==> config.mk <==
export PLATFORM = sky130hd
export DESIGN_NAME = greedy_lpt_partition
export DESIGN_NICKNAME = d
export VERILOG_FILES = /design/src/rtl/core/glp_pkg.sv /design/src/rtl/core/glp_ctrl.sv /design/src/rtl/core/glp_dp.sv /design/src/rtl/core/greedy_lpt_partition.sv
export SDC_FILE = /design/constraint.sdc
export NUM_CORES = 2
export LEC_CHECK = 0
export BUFFER_PORTS_ARGS = -buffer_cell sky130_fd_sc_hd__buf_4
export CAP_MARGIN = 5
export CORE_ASPECT_RATIO = 0.8
export CORE_MARGIN = 2
export CORE_UTILIZATION = 50
export DETAILED_ROUTE_END_ITERATION = 6
export GPL_ROUTABILITY_DRIVEN = 0
export MAX_ROUTING_LAYER = met4
export PLACE_DENSITY = 0.68
export SETUP_SLACK_MARGIN = 0.05
export SLEW_MARGIN = 20
export SYNTH_ARGS = -nofsm -noshare
export SYNTH_HDL_FRONTEND = slang
export SYNTH_HIERARCHICAL = 1
export SYNTH_SLANG_ARGS = --single-unit
==> constraint.sdc <==
create_clock -name clk -period 6.05 [get_ports clk]
set_input_delay 1.21 -clock clk [delete_from_list [all_inputs] [get_ports clk]]
set_output_delay 1.21 -clock clk [all_outputs]
set_load 0.005 [all_outputs]
==> src/rtl/core/glp_pkg.sv <==
// shared constants and control structs for the greedy partition block
`timescale 1ns / 1ps
`default_nettype none
package glp_pkg;
    localparam int MAX_JOBS = 64;
    localparam int MAX_BINS = 16;
    localparam int WEIGHT_W = 16;
    localparam int LOAD_W   = 22;
    localparam int JOB_W    = $clog2(MAX_JOBS);
    localparam int CNT_W    = $clog2(MAX_JOBS + 1);
    localparam int BIN_W    = $clog2(MAX_BINS);
    localparam int NBINS_W  = 5;
    localparam logic [NBINS_W-1:0] NUM_BINS_RESET = NBINS_W'(4);

    typedef struct packed {
        logic load;
        logic scan_clr;
        logic scan;
        logic bin_clr;
        logic bin_step;
        logic update;
        logic out_rd;
        logic out_next;
        logic finish;
    } cmd_t;

    typedef struct packed {
        logic scan_done;
        logic bin_done;
        logic all_assigned;
        logic out_last;
    } status_t;
endpackage
`default_nettype wire

==> src/rtl/core/glp_ctrl.sv <==
// controller state machine for the greedy partition block
`timescale 1ns / 1ps
`default_nettype none
module glp_ctrl (
    input  wire logic             clk,
    input  wire logic             rst_n,
    input  wire logic             in_valid,
    input  wire logic             in_last,
    output logic                  in_ready,
    output logic                  out_valid,
    input  wire logic             out_ready,
    input  wire glp_pkg::status_t status,
    output glp_pkg::cmd_t         cmd
);
    typedef enum logic [2:0] {
        S_LOAD,
        S_SCAN,
        S_BINS,
        S_UPDATE,
        S_OUT_RD,
        S_OUT_SHOW
    } state_t;

    state_t state_reg, state_next;
    logic in_ready_reg, out_valid_reg;

    assign in_ready  = in_ready_reg;
    assign out_valid = out_valid_reg;

    always_comb
    begin
        cmd        = '0;
        state_next = state_reg;
        case (state_reg)
            S_LOAD:
            begin
                cmd.load     = in_valid;
                cmd.scan_clr = in_valid && in_last;
                if (in_valid && in_last)
                    state_next = S_SCAN;
            end
            S_SCAN:
            begin
                cmd.scan = 1'b1;
                if (status.scan_done)
                begin
                    cmd.bin_clr = 1'b1;
                    state_next  = S_BINS;
                end
            end
            S_BINS:
            begin
                cmd.bin_step = 1'b1;
                if (status.bin_done)
                    state_next = S_UPDATE;
            end
            S_UPDATE:
            begin
                cmd.update   = 1'b1;
                cmd.scan_clr = 1'b1;
                state_next   = status.all_assigned ? S_OUT_RD : S_SCAN;
            end
            S_OUT_RD:
            begin
                cmd.out_rd = 1'b1;
                state_next = S_OUT_SHOW;
            end
            S_OUT_SHOW:
            begin
                if (out_ready)
                begin
                    cmd.out_next = 1'b1;
                    if (status.out_last)
                    begin
                        cmd.finish = 1'b1;
                        state_next = S_LOAD;
                    end
                    else
                        state_next = S_OUT_RD;
                end
            end
            default:
                state_next = S_LOAD;
        endcase
    end

    always_ff @(posedge clk or negedge rst_n)
    begin
        if (!rst_n)
        begin
            state_reg     <= S_LOAD;
            in_ready_reg  <= 1'b1;
            out_valid_reg <= 1'b0;
        end
        else
        begin
            state_reg     <= state_next;
            in_ready_reg  <= (state_next == S_LOAD);
            out_valid_reg <= (state_next == S_OUT_SHOW);
        end
    end
endmodule
`default_nettype wire

==> src/rtl/core/glp_dp.sv <==
// datapath: job store, selection scan, bin load search and result readout
`timescale 1ns / 1ps
`default_nettype none
module glp_dp (
    input  wire logic                          clk,
    input  wire logic                          rst_n,
    input  wire glp_pkg::cmd_t                 cmd,
    output glp_pkg::status_t                   status,
    input  wire logic                          cfg_we,
    input  wire logic [glp_pkg::NBINS_W-1:0]   cfg_value,
    input  wire logic [glp_pkg::WEIGHT_W-1:0]  in_weight,
    output logic [glp_pkg::JOB_W-1:0]          out_job,
    output logic [glp_pkg::BIN_W-1:0]          out_bin,
    output logic                               out_overflow,
    output logic                               out_end
);
    logic [glp_pkg::WEIGHT_W-1:0] weight_mem [glp_pkg::MAX_JOBS];
    logic [glp_pkg::BIN_W-1:0]    assign_mem [glp_pkg::MAX_JOBS];
    logic [glp_pkg::LOAD_W-1:0]   load_reg   [glp_pkg::MAX_BINS];
    logic [glp_pkg::MAX_JOBS-1:0] taken_reg;

    logic [glp_pkg::NBINS_W-1:0]  num_bins_reg;
    logic [glp_pkg::CNT_W-1:0]    count_reg;
    logic                         dropped_reg;
    logic [glp_pkg::CNT_W-1:0]    j_reg;
    logic                         vld_d_reg;
    logic [glp_pkg::JOB_W-1:0]    idx_d_reg;
    logic [glp_pkg::WEIGHT_W-1:0] rd_w_reg;
    logic                         found_reg;
    logic [glp_pkg::JOB_W-1:0]    best_idx_reg;
    logic [glp_pkg::WEIGHT_W-1:0] best_w_reg;
    logic [glp_pkg::BIN_W-1:0]    b_reg;
    logic [glp_pkg::BIN_W-1:0]    best_bin_reg;
    logic [glp_pkg::LOAD_W-1:0]   min_reg;
    logic [glp_pkg::CNT_W-1:0]    k_reg;
    logic [glp_pkg::CNT_W-1:0]    o_reg;
    logic [glp_pkg::BIN_W-1:0]    asg_rd_reg;

    logic [glp_pkg::NBINS_W-1:0]  bins_eff;
    logic                         issue;
    logic                         take;

    // out-of-range bin counts are clamped
    always_comb
    begin
        if (num_bins_reg == '0)
            bins_eff = glp_pkg::NBINS_W'(1);
        else if (num_bins_reg > glp_pkg::NBINS_W'(glp_pkg::MAX_BINS))
            bins_eff = glp_pkg::NBINS_W'(glp_pkg::MAX_BINS);
        else
            bins_eff = num_bins_reg;
    end

    assign issue = cmd.scan && (j_reg != count_reg);
    // heavier wins; on equal weight the later (higher) index wins
    assign take  = vld_d_reg && !taken_reg[idx_d_reg] && (!found_reg || rd_w_reg >= best_w_reg);

    assign status.scan_done    = (j_reg == count_reg) && !vld_d_reg;
    assign status.bin_done     = (b_reg == glp_pkg::BIN_W'(bins_eff - glp_pkg::NBINS_W'(1)));
    assign status.all_assigned = (k_reg + glp_pkg::CNT_W'(1) == count_reg);
    assign status.out_last     = (o_reg + glp_pkg::CNT_W'(1) == count_reg);

    assign out_job      = o_reg[glp_pkg::JOB_W-1:0];
    assign out_bin      = asg_rd_reg;
    assign out_overflow = dropped_reg;
    assign out_end      = status.out_last;

    always_ff @(posedge clk)
    begin
        if (cmd.load && count_reg != glp_pkg::CNT_W'(glp_pkg::MAX_JOBS))
            weight_mem[count_reg[glp_pkg::JOB_W-1:0]] <= in_weight;
        rd_w_reg <= weight_mem[j_reg[glp_pkg::JOB_W-1:0]];
        if (cmd.update)
            assign_mem[best_idx_reg] <= best_bin_reg;
        if (cmd.out_rd)
            asg_rd_reg <= assign_mem[o_reg[glp_pkg::JOB_W-1:0]];
        idx_d_reg <= j_reg[glp_pkg::JOB_W-1:0];
        if (take)
        begin
            best_idx_reg <= idx_d_reg;
            best_w_reg   <= rd_w_reg;
        end
        if (cmd.bin_step && (b_reg == '0 || load_reg[b_reg] < min_reg))
        begin
            min_reg      <= load_reg[b_reg];
            best_bin_reg <= b_reg;
        end
    end

    always_ff @(posedge clk or negedge rst_n)
    begin
        if (!rst_n)
        begin
            num_bins_reg <= glp_pkg::NUM_BINS_RESET;
            count_reg    <= '0;
            dropped_reg  <= 1'b0;
            j_reg        <= '0;
            vld_d_reg    <= 1'b0;
            found_reg    <= 1'b0;
            b_reg        <= '0;
            k_reg        <= '0;
            o_reg        <= '0;
            taken_reg    <= '0;
            for (int i = 0; i < glp_pkg::MAX_BINS; i++)
                load_reg[i] <= '0;
        end
        else
        begin
            if (cfg_we)
                num_bins_reg <= cfg_value;
            if (cmd.load)
            begin
                if (count_reg != glp_pkg::CNT_W'(glp_pkg::MAX_JOBS))
                    count_reg <= count_reg + glp_pkg::CNT_W'(1);
                else
                    dropped_reg <= 1'b1;
            end
            if (cmd.scan_clr)
            begin
                j_reg     <= '0;
                vld_d_reg <= 1'b0;
                found_reg <= 1'b0;
            end
            else if (cmd.scan)
            begin
                vld_d_reg <= issue;
                if (issue)
                    j_reg <= j_reg + glp_pkg::CNT_W'(1);
                if (take)
                    found_reg <= 1'b1;
            end
            if (cmd.bin_clr)
                b_reg <= '0;
            else if (cmd.bin_step)
                b_reg <= b_reg + glp_pkg::BIN_W'(1);
            if (cmd.update)
            begin
                load_reg[best_bin_reg] <= min_reg + glp_pkg::LOAD_W'(best_w_reg);
                taken_reg[best_idx_reg] <= 1'b1;
                k_reg <= k_reg + glp_pkg::CNT_W'(1);
            end
            if (cmd.out_next)
                o_reg <= o_reg + glp_pkg::CNT_W'(1);
            if (cmd.finish)
            begin
                count_reg   <= '0;
                dropped_reg <= 1'b0;
                k_reg       <= '0;
                o_reg       <= '0;
                taken_reg   <= '0;
                for (int i = 0; i < glp_pkg::MAX_BINS; i++)
                    load_reg[i] <= '0;
            end
        end
    end
endmodule
`default_nettype wire

==> src/rtl/core/greedy_lpt_partition.sv <==
// greedy longest-processing-time partition: top level
// loading takes one cycle per beat; a beat with tlast starts the assignment
// each of the n jobs then takes a selection scan over the weight memory
// (one read per cycle) and a min search over bin loads
// results follow in index order, one beat at a time; loading reopens next cycle
// reset is asynchronous, active low; num_bins resets to 4, no clearing pass
`timescale 1ns / 1ps
`default_nettype none
module greedy_lpt_partition (
    input  wire logic        clk,
    input  wire logic        rst_n,
    input  wire logic        cfg_valid,
    output logic             cfg_ready,
    input  wire logic [4:0]  cfg_data,
    input  wire logic        s_axis_tvalid,
    output logic             s_axis_tready,
    input  wire logic [15:0] s_axis_tdata,   // weight[15:0]
    input  wire logic        s_axis_tlast,   // last
    output logic             m_axis_tvalid,
    input  wire logic        m_axis_tready,
    output logic [15:0]      m_axis_tdata,   // job_index[5:0], bin[9:6], zero[15:10]
    output logic             m_axis_tuser,   // overflow
    output logic             m_axis_tlast    // end_of_set
);
    glp_pkg::cmd_t    cmd;
    glp_pkg::status_t status;
    logic [glp_pkg::JOB_W-1:0] out_job;
    logic [glp_pkg::BIN_W-1:0] out_bin;

    assign cfg_ready    = 1'b1;
    assign m_axis_tdata = {6'd0, out_bin, out_job};

    glp_ctrl u_ctrl (
        .clk       (clk),
        .rst_n     (rst_n),
        .in_valid  (s_axis_tvalid),
        .in_last   (s_axis_tlast),
        .in_ready  (s_axis_tready),
        .out_valid (m_axis_tvalid),
        .out_ready (m_axis_tready),
        .status    (status),
        .cmd       (cmd)
    );

    glp_dp u_dp (
        .clk          (clk),
        .rst_n        (rst_n),
        .cmd          (cmd),
        .status       (status),
        .cfg_we       (cfg_valid),
        .cfg_value    (cfg_data),
        .in_weight    (s_axis_tdata),
        .out_job      (out_job),
        .out_bin      (out_bin),
        .out_overflow (m_axis_tuser),
        .out_end      (m_axis_tlast)
    );
endmodule
`default_nettype wire

* Word level (Yosys, flattened, before mapping)
Memories as Yosys holds them, arrays and structs flattened. A register that Yosys moved wholly into a read port is not among the register bits.
Cells that the tools add are included.
** Storage, ports and cells
- RAM bits :: 1280
- Bits in registers :: 515
- Bits in latches :: 0
- Logic and storage cells :: 155
- Output and inout port bits :: 21
- Input bits :: 27
- Memories kept :: 2
- ROM bits :: 0
** Memory list
- u_dp.weight_mem :: depth 64, bits a word 16, read ports 1, clocked after Yosys merged registers in 1, wr ports 1, line glp_dp.sv:17 : logic [glp_pkg::WEIGHT_W-1:0] weight_mem [glp_pkg::MAX_JOBS];
- u_dp.assign_mem :: depth 64, bits a word 4, read ports 1, clocked after Yosys merged registers in 1, wr ports 1, line glp_dp.sv:18 : logic [glp_pkg::BIN_W-1:0] assign_mem [glp_pkg::MAX_JOBS];
** Operators by class
- Divide/modulo/power cells :: 0
- Magnitude comparators :: 9
- Multiply operators :: 0
- Muxes and demuxes :: 57
- Add/subtract/negate cells :: 7
- Bitwise operators :: 3
- Reduce and logical (&&, ||, !) cells :: 30
- Shift-type cells :: 0
- Equality and inequality tests :: 13
** Operator list (number)
- 2-to-1 mux 352 bit :: 2
- bitwise mux 352 bit :: 1
- 2-to-1 mux 64 bit :: 2
- binary-select mux 22 bit (select 4 bit) :: 1
- demux 22 bit (select 4 bit) :: 1
- 2-to-1 mux 7 bit :: 10
- 2-to-1 mux 22 bit :: 3
- bitwise OR 64 bit :: 1
- adder 7 x 1 -> 7 bit (second input constant) :: 4
- adder 22 x 16 -> 22 bit :: 1
- less-than comparator 22 bit :: 1
- == test 7 bit :: 3
- 2-to-1 mux 1 bit :: 20
- 2-to-1 mux 3 bit :: 6
- case mux 3 bit (6 select lines) :: 1
- >= comparator 16 bit :: 1
- 2-to-1 mux 4 bit :: 4
- nonzero test 2 bit :: 8
- less-than comparator 6 x 7 -> 1 bit (second input constant) :: 2
- >= comparator 5 bit (second input constant) :: 2
- NOT 4 -> 5 bit :: 2
- == test 3 bit (second input constant) :: 3
- logical AND 1 bit :: 9
- AND reduction 2 bit :: 4
- 20 further kinds :: 27

* Depth between registers and ports, before layout
- Depth after elaboration :: 8
- Gate-level depth with buffers :: 16
- Mapped depth without buffers :: 13

* By module
The synthesis kept the hierarchy.
** By module, submodules not included
- glp_dp :: area an instance 73834.6 um2, cells each 3987, times used 1, sequential area each 51851.0 um2
- glp_ctrl :: area an instance 375.4 um2, cells each 34, times used 1, sequential area each 126.4 um2
- greedy_lpt_partition :: area an instance 60.1 um2, cells each 9, times used 1, sequential area each 0.0 um2

* Worst setup path before layout
OpenSTA, ideal clock, no wires.
- Path kind :: register -> register
- Start :: register u_dp/b_reg[0] (netlist bit)
- End :: register u_dp/best_bin_reg[0] (netlist bit) (enable)
- Required time :: 5601 ps
- Clock period less this slack :: 5802 ps
- Data arrival time :: 5353 ps
- Setup time :: 449 ps
- Path slack :: 248 ps
- Path buffers :: 3
- Cell stages (with the launch flop) :: 13
- Path through :: dfrtp_1 buf_2 buf_2 buf_1 mux4_2 mux4_2 ha_1 and4_1 and3_1 nand3_1 o21bai_1 a41oi_1 a211oi_1
** Between the ends
- Longest elaborated chain between the ends :: 7
- Elaborated cells on any way between the ends :: 8
- Classes of those cells :: order compare: 1; mux: 3; bitwise: 1; reduce/logical: 3
** Ends and longest elaborated chain
- start, declared :: line glp_dp.sv:32 : logic [glp_pkg::BIN_W-1:0] b_reg;
- start signal, assigned :: line glp_dp.sv:135 : b_reg <= b_reg + glp_pkg::BIN_W'(1);
- NOT 4 -> 5 bit (not written as such) :: line glp_dp.sv:83 : if (cmd.bin_step && (b_reg == '0 || load_reg[b_reg] < min_reg))
- binary-select mux 22 bit (select 4 bit) :: line glp_dp.sv:83
- 2-to-1 mux 22 bit (not written as such) (2 in series) :: line glp_dp.sv:83
- less-than comparator 22 bit :: line glp_dp.sv:83
- logical OR 1 bit * :: line glp_dp.sv:83
- logical AND 1 bit * :: line glp_dp.sv:83
- end signal, assigned :: line glp_dp.sv:86 : best_bin_reg <= b_reg;
- end, declared :: line glp_dp.sv:33 : logic [glp_pkg::BIN_W-1:0] best_bin_reg;
Mark *: on every way between the ends. The rest lies on a longest branch, timed or not. The select of a mux whose other input is x is not followed.
A chain may end at the register's enable or synchronous reset.

* Worst setup path after layout
- Start :: register u_dp/b_reg[0] (netlist bit)
- End :: register u_dp/min_reg[0] (netlist bit) (enable)
** Between the ends
- Longest elaborated chain between the ends :: 7
- Elaborated cells on any way between the ends :: 8
- Classes of those cells :: order compare: 1; mux: 3; bitwise: 1; reduce/logical: 3
** Ends and longest elaborated chain
- NOT 4 -> 5 bit (not written as such) :: line glp_dp.sv:83
- binary-select mux 22 bit (select 4 bit) :: line glp_dp.sv:83
- 2-to-1 mux 22 bit (not written as such) (2 in series) :: line glp_dp.sv:83
- less-than comparator 22 bit :: line glp_dp.sv:83
- logical OR 1 bit * :: line glp_dp.sv:83
- logical AND 1 bit * :: line glp_dp.sv:83
- end signal, assigned :: line glp_dp.sv:85 : min_reg <= load_reg[b_reg];
- end, declared :: line glp_dp.sv:34 : logic [glp_pkg::LOAD_W-1:0] min_reg;
Marks and branches as above.

==> reports/qor.yml <==
status:
  status: "completed"
cells_and_area:
  n_fill_cell: 11000
  final_core_util_pct: 56.3
  final_cells: 6241
  fin_nets: 4196
  regArea_sq_mm: 0.0520
  largest_reg_flops: 1024
  multi_input_area_sq_mm: 0.0212
  mostFrequentLayoutCells: "edfxtp_1 (1332), mux4_2 (547), dfrtp_1 (450)"
  drive_gt1_share_pct: 25.8
  final_common_cell: "edfxtp_1"
  area_growth_syn_to_layout_pct: 11.9
yosys:
  async_reset_ff_share_pct: 25.4
  ys_ff_latch: 1815
  synthFlopType: "edfxtp_1"
  synth_fa_ha_area_share_pct: 1.05
  syn_area_per_cell_sq_um: 18.4
  synth_cells: 4030
  synth_compound_area_share_pct: 5.34
  synth_edf_count: 1332
  ys_seq_area_share_pct: 70.0
  yosysWarningCount: 6
  synth_top_family_by_area: "multiplexers"
  netlist_area_sq_mm: 0.0743
  synth.distinct_cells: 73
  synth_xor_area_share_pct: 0.849
  synth-simple-area-share_pct: 3.99
  muxShareOfSynthArea_pct: 16.8
floorplan:
  die-area_sq_mm: 0.152
  fp.coreArea_sq_mm: 0.148
  ioPinCount: 48
  fp.dieH_um: 349
  rows: 126
  die_w_um: 435
  start_util_pct: 50.3
clock_network:
  clock-root-buffer: "clkbuf_16"
  postCtsHoldBufs: 0
  cts.sinks: 1815
  cts_buffers: 172
  path_clk_slew_ns: 0.06
  cts-resized-gates: 0
  cts_tree: "yes"
  post-cts-setup-buffer-count: 0
  htreeDepth: 4
  clock_latency_ns: 0.82
  cts_buffer_depth: 3
setup_path:
  reg2reg_depth: 11
  worst_setup_path_start_kind: "flop"
  path_max_fanout: 35
  reg2reg_to: "u_dp/min_reg[0]$_DFFE_PP_"
  setup.worst_path.class: "flop to flop"
  arrival_ns: 5.22
  regToRegSetupSlack_ns: 1.30
  required_ns: 6.52
  critPathCaptureType: "flop"
  reg2reg_from: "u_dp/b_reg[0]$_DFFE_PN0P_"
routing:
  wire_per_inst_um: 29.1
  via_per_inst: 6.35
  drtPass1Iterations: 5
  drt_iter0_drc: 4750
  ant_nets: 0
  vias: 39600
  drc: 0
  wirelength_mm: 182
place:
  dp_slack_ns: 1.34
  dp.cells: 5917
  dp_hpwl_mm: 105
  portBuffers: 40
pwr:
  seq_power_share_pct: 44.4
  pwr-share-comb_pct: 21.6
  irDropWorstVdd_mv: 0.311
  p_sw_share_pct: 28.4
  internal_power_mw: 22.9
  power.leakage_nw: 27.4
  pwr-share-clk_pct: 34.0
  netSwitchingPower_mw: 9.08
  power_density_mw_per_mm2: 384
timing:
  postLayoutSetupSlackWorst_ns: 1.30
  setup_viol: 0
  worst_slew_pin_slew_ns: 1.19
  timing.max_slew.rel_slack_pct: 21.0
  finClkSkew_ns: 0.0353
  finalCritPeriodShare_pct: 78.5
  rsz0062_at_grt: "no"
  finalCriticalPeriod_ns: 4.75
  slew_violations: 0
  max_freq_mhz: 210
  hold_violations: 0
  tns_ns: 0
hold_path:
  hp-class: "input pin to asynchronous set/reset pin"
global_route:
  grt_pass1_vias: 39700
  track_usage_pct: 25.0
  overflow: 0
  antenna_found_initial: 4
  grt_first_pass_wirelength_mm: 271
  grt_max_degree: 139
job:
  cap_violations: 0
-- power by group through the flow --
stage	sequential, mW	combinational (mW)	clock [mW]
2_1_floorplan	14.0	5.02	0
3_3_place_gp	14.4	6.86	0
3_5_place_dp	14.4	6.93	0
4_1_cts	14.2	6.95	11.0
5_1_grt	14.2	7.34	11.5
6_report	14.2	6.91	10.9
-- kinds of logic (layout without fill, tap and decap cells) --
group / count (synthesis) / in the layout
AOI/OAI and AO/OA: 511 / 511
xor gates and xnor gates: 72 / 72
adders and majority gates: 62 / 62
buffers and inverters: 330 / 551
DFF: 1815 / 1815
muxes: 564 / 564
other: 2 / 8
and+or+nand+nor: 674 / 674
-- metrics by stage --
step / power [mW] / area [sq um] / hold slack [ns]
after floorplan: 19.0 / 74300 / 0.342
after global routing: 33.1 / 83100 / 0.442
after detailed placement: 21.4 / 77400 / 0.425
after global placement: 21.3 / 77300 / 0.421
final: 31.9 / 83100 / 0.418
after CTS: 32.2 / 83100 / 0.433
-- synthesized netlist by cell type (all sizes together) (4+ instances only) --
library cell | number | area share [%]
edfxtp | 1332 | 54
mux4 | 547 | 17
dfrtp | 459 | 15
nor2 | 323 | 1.6
a22o | 240 | 2.8
nand2 | 197 | 1.0
clkbuf | 183 | 0.92
buf | 98 | 0.77
o21ai | 69 | 0.47
ha | 61 | 1.0
inv | 49 | 0.25
a21oi | 47 | 0.32
xnor2 | 40 | 0.47
o31ai | 36 | 0.36
o211ai | 33 | 0.33
o32a | 32 | 0.43
xor2 | 32 | 0.38
nand3 | 27 | 0.18
dfxtp | 22 | 0.59
nand4 | 22 | 0.19
a21o | 14 | 0.14
nor2b | 14 | 0.12
nor3 | 14 | 0.094
mux2i | 12 | 0.16
nand3b | 11 | 0.11
or3 | 11 | 0.093
and3 | 10 | 0.084
nand2b | 7 | 0.059
nor3b | 7 | 0.077
a211oi | 6 | 0.061
nor4 | 6 | 0.059
o21a | 6 | 0.061
o22ai | 6 | 0.059
mux2 | 5 | 0.076
and2 | 4 | 0.034
o21bai | 4 | 0.040
or3b | 4 | 0.047
-- final cells by class --
type | count | share of cell area, %
Antenna cell | 1 | 0.00301
Clock buffer | 237 | 5.76
Clock inverter | 86 | 1.09
Inverter | 49 | 0.221
Multi-Input combinational cell | 1890 | 25.5
Sequential cell | 1815 | 62.6
Tap cell | 1984 | 2.99
Timing Repair Buffer | 179 | 1.81
-- worst max-delay path, stage by stage (launching register included) --
cell	delay [ns]
dfrtp_4	0.89
buf_4	0.39
mux4_2	0.55
mux4_2	0.57
ha_1	0.34
nand3_1	0.12
o22ai_1	0.10
o21a_1	0.17
o21bai_1	0.12
a41oi_1	0.16
a211oi_4	0.53
buf_4	0.40
-- worst max path at each step --
stage                              startpoint                        endpoint  slack [ns]  cells after the start
floorplan           u_dp/b_reg[0]$_DFFE_PN0P_  u_dp/best_bin_reg[0]$_DFFE_PP_        0.25                     12
global placement    u_dp/b_reg[0]$_DFFE_PN0P_       u_dp/min_reg[1]$_DFFE_PP_        1.40                     11
detailed placement  u_dp/b_reg[0]$_DFFE_PN0P_      u_dp/min_reg[11]$_DFFE_PP_        1.34                     11
CTS                 u_dp/b_reg[0]$_DFFE_PN0P_  u_dp/best_bin_reg[3]$_DFFE_PP_        1.33                     11
global route        u_dp/b_reg[0]$_DFFE_PN0P_       u_dp/min_reg[0]$_DFFE_PP_        1.11                     11
finish              u_dp/b_reg[0]$_DFFE_PN0P_       u_dp/min_reg[0]$_DFFE_PP_        1.30                     11
-- metal layers --
layer  vias up  global-route usage [%]  part of all wire (%)
met2      1884                    36.8                    46
met5         -                       -                     0
met1     21100                    36.1                    43
met4         0                    7.34                   2.4
li1      16300                       -                     -
met3       284                    4.60                   8.7
No activity file was read; power rests on OpenSTA's default activity.
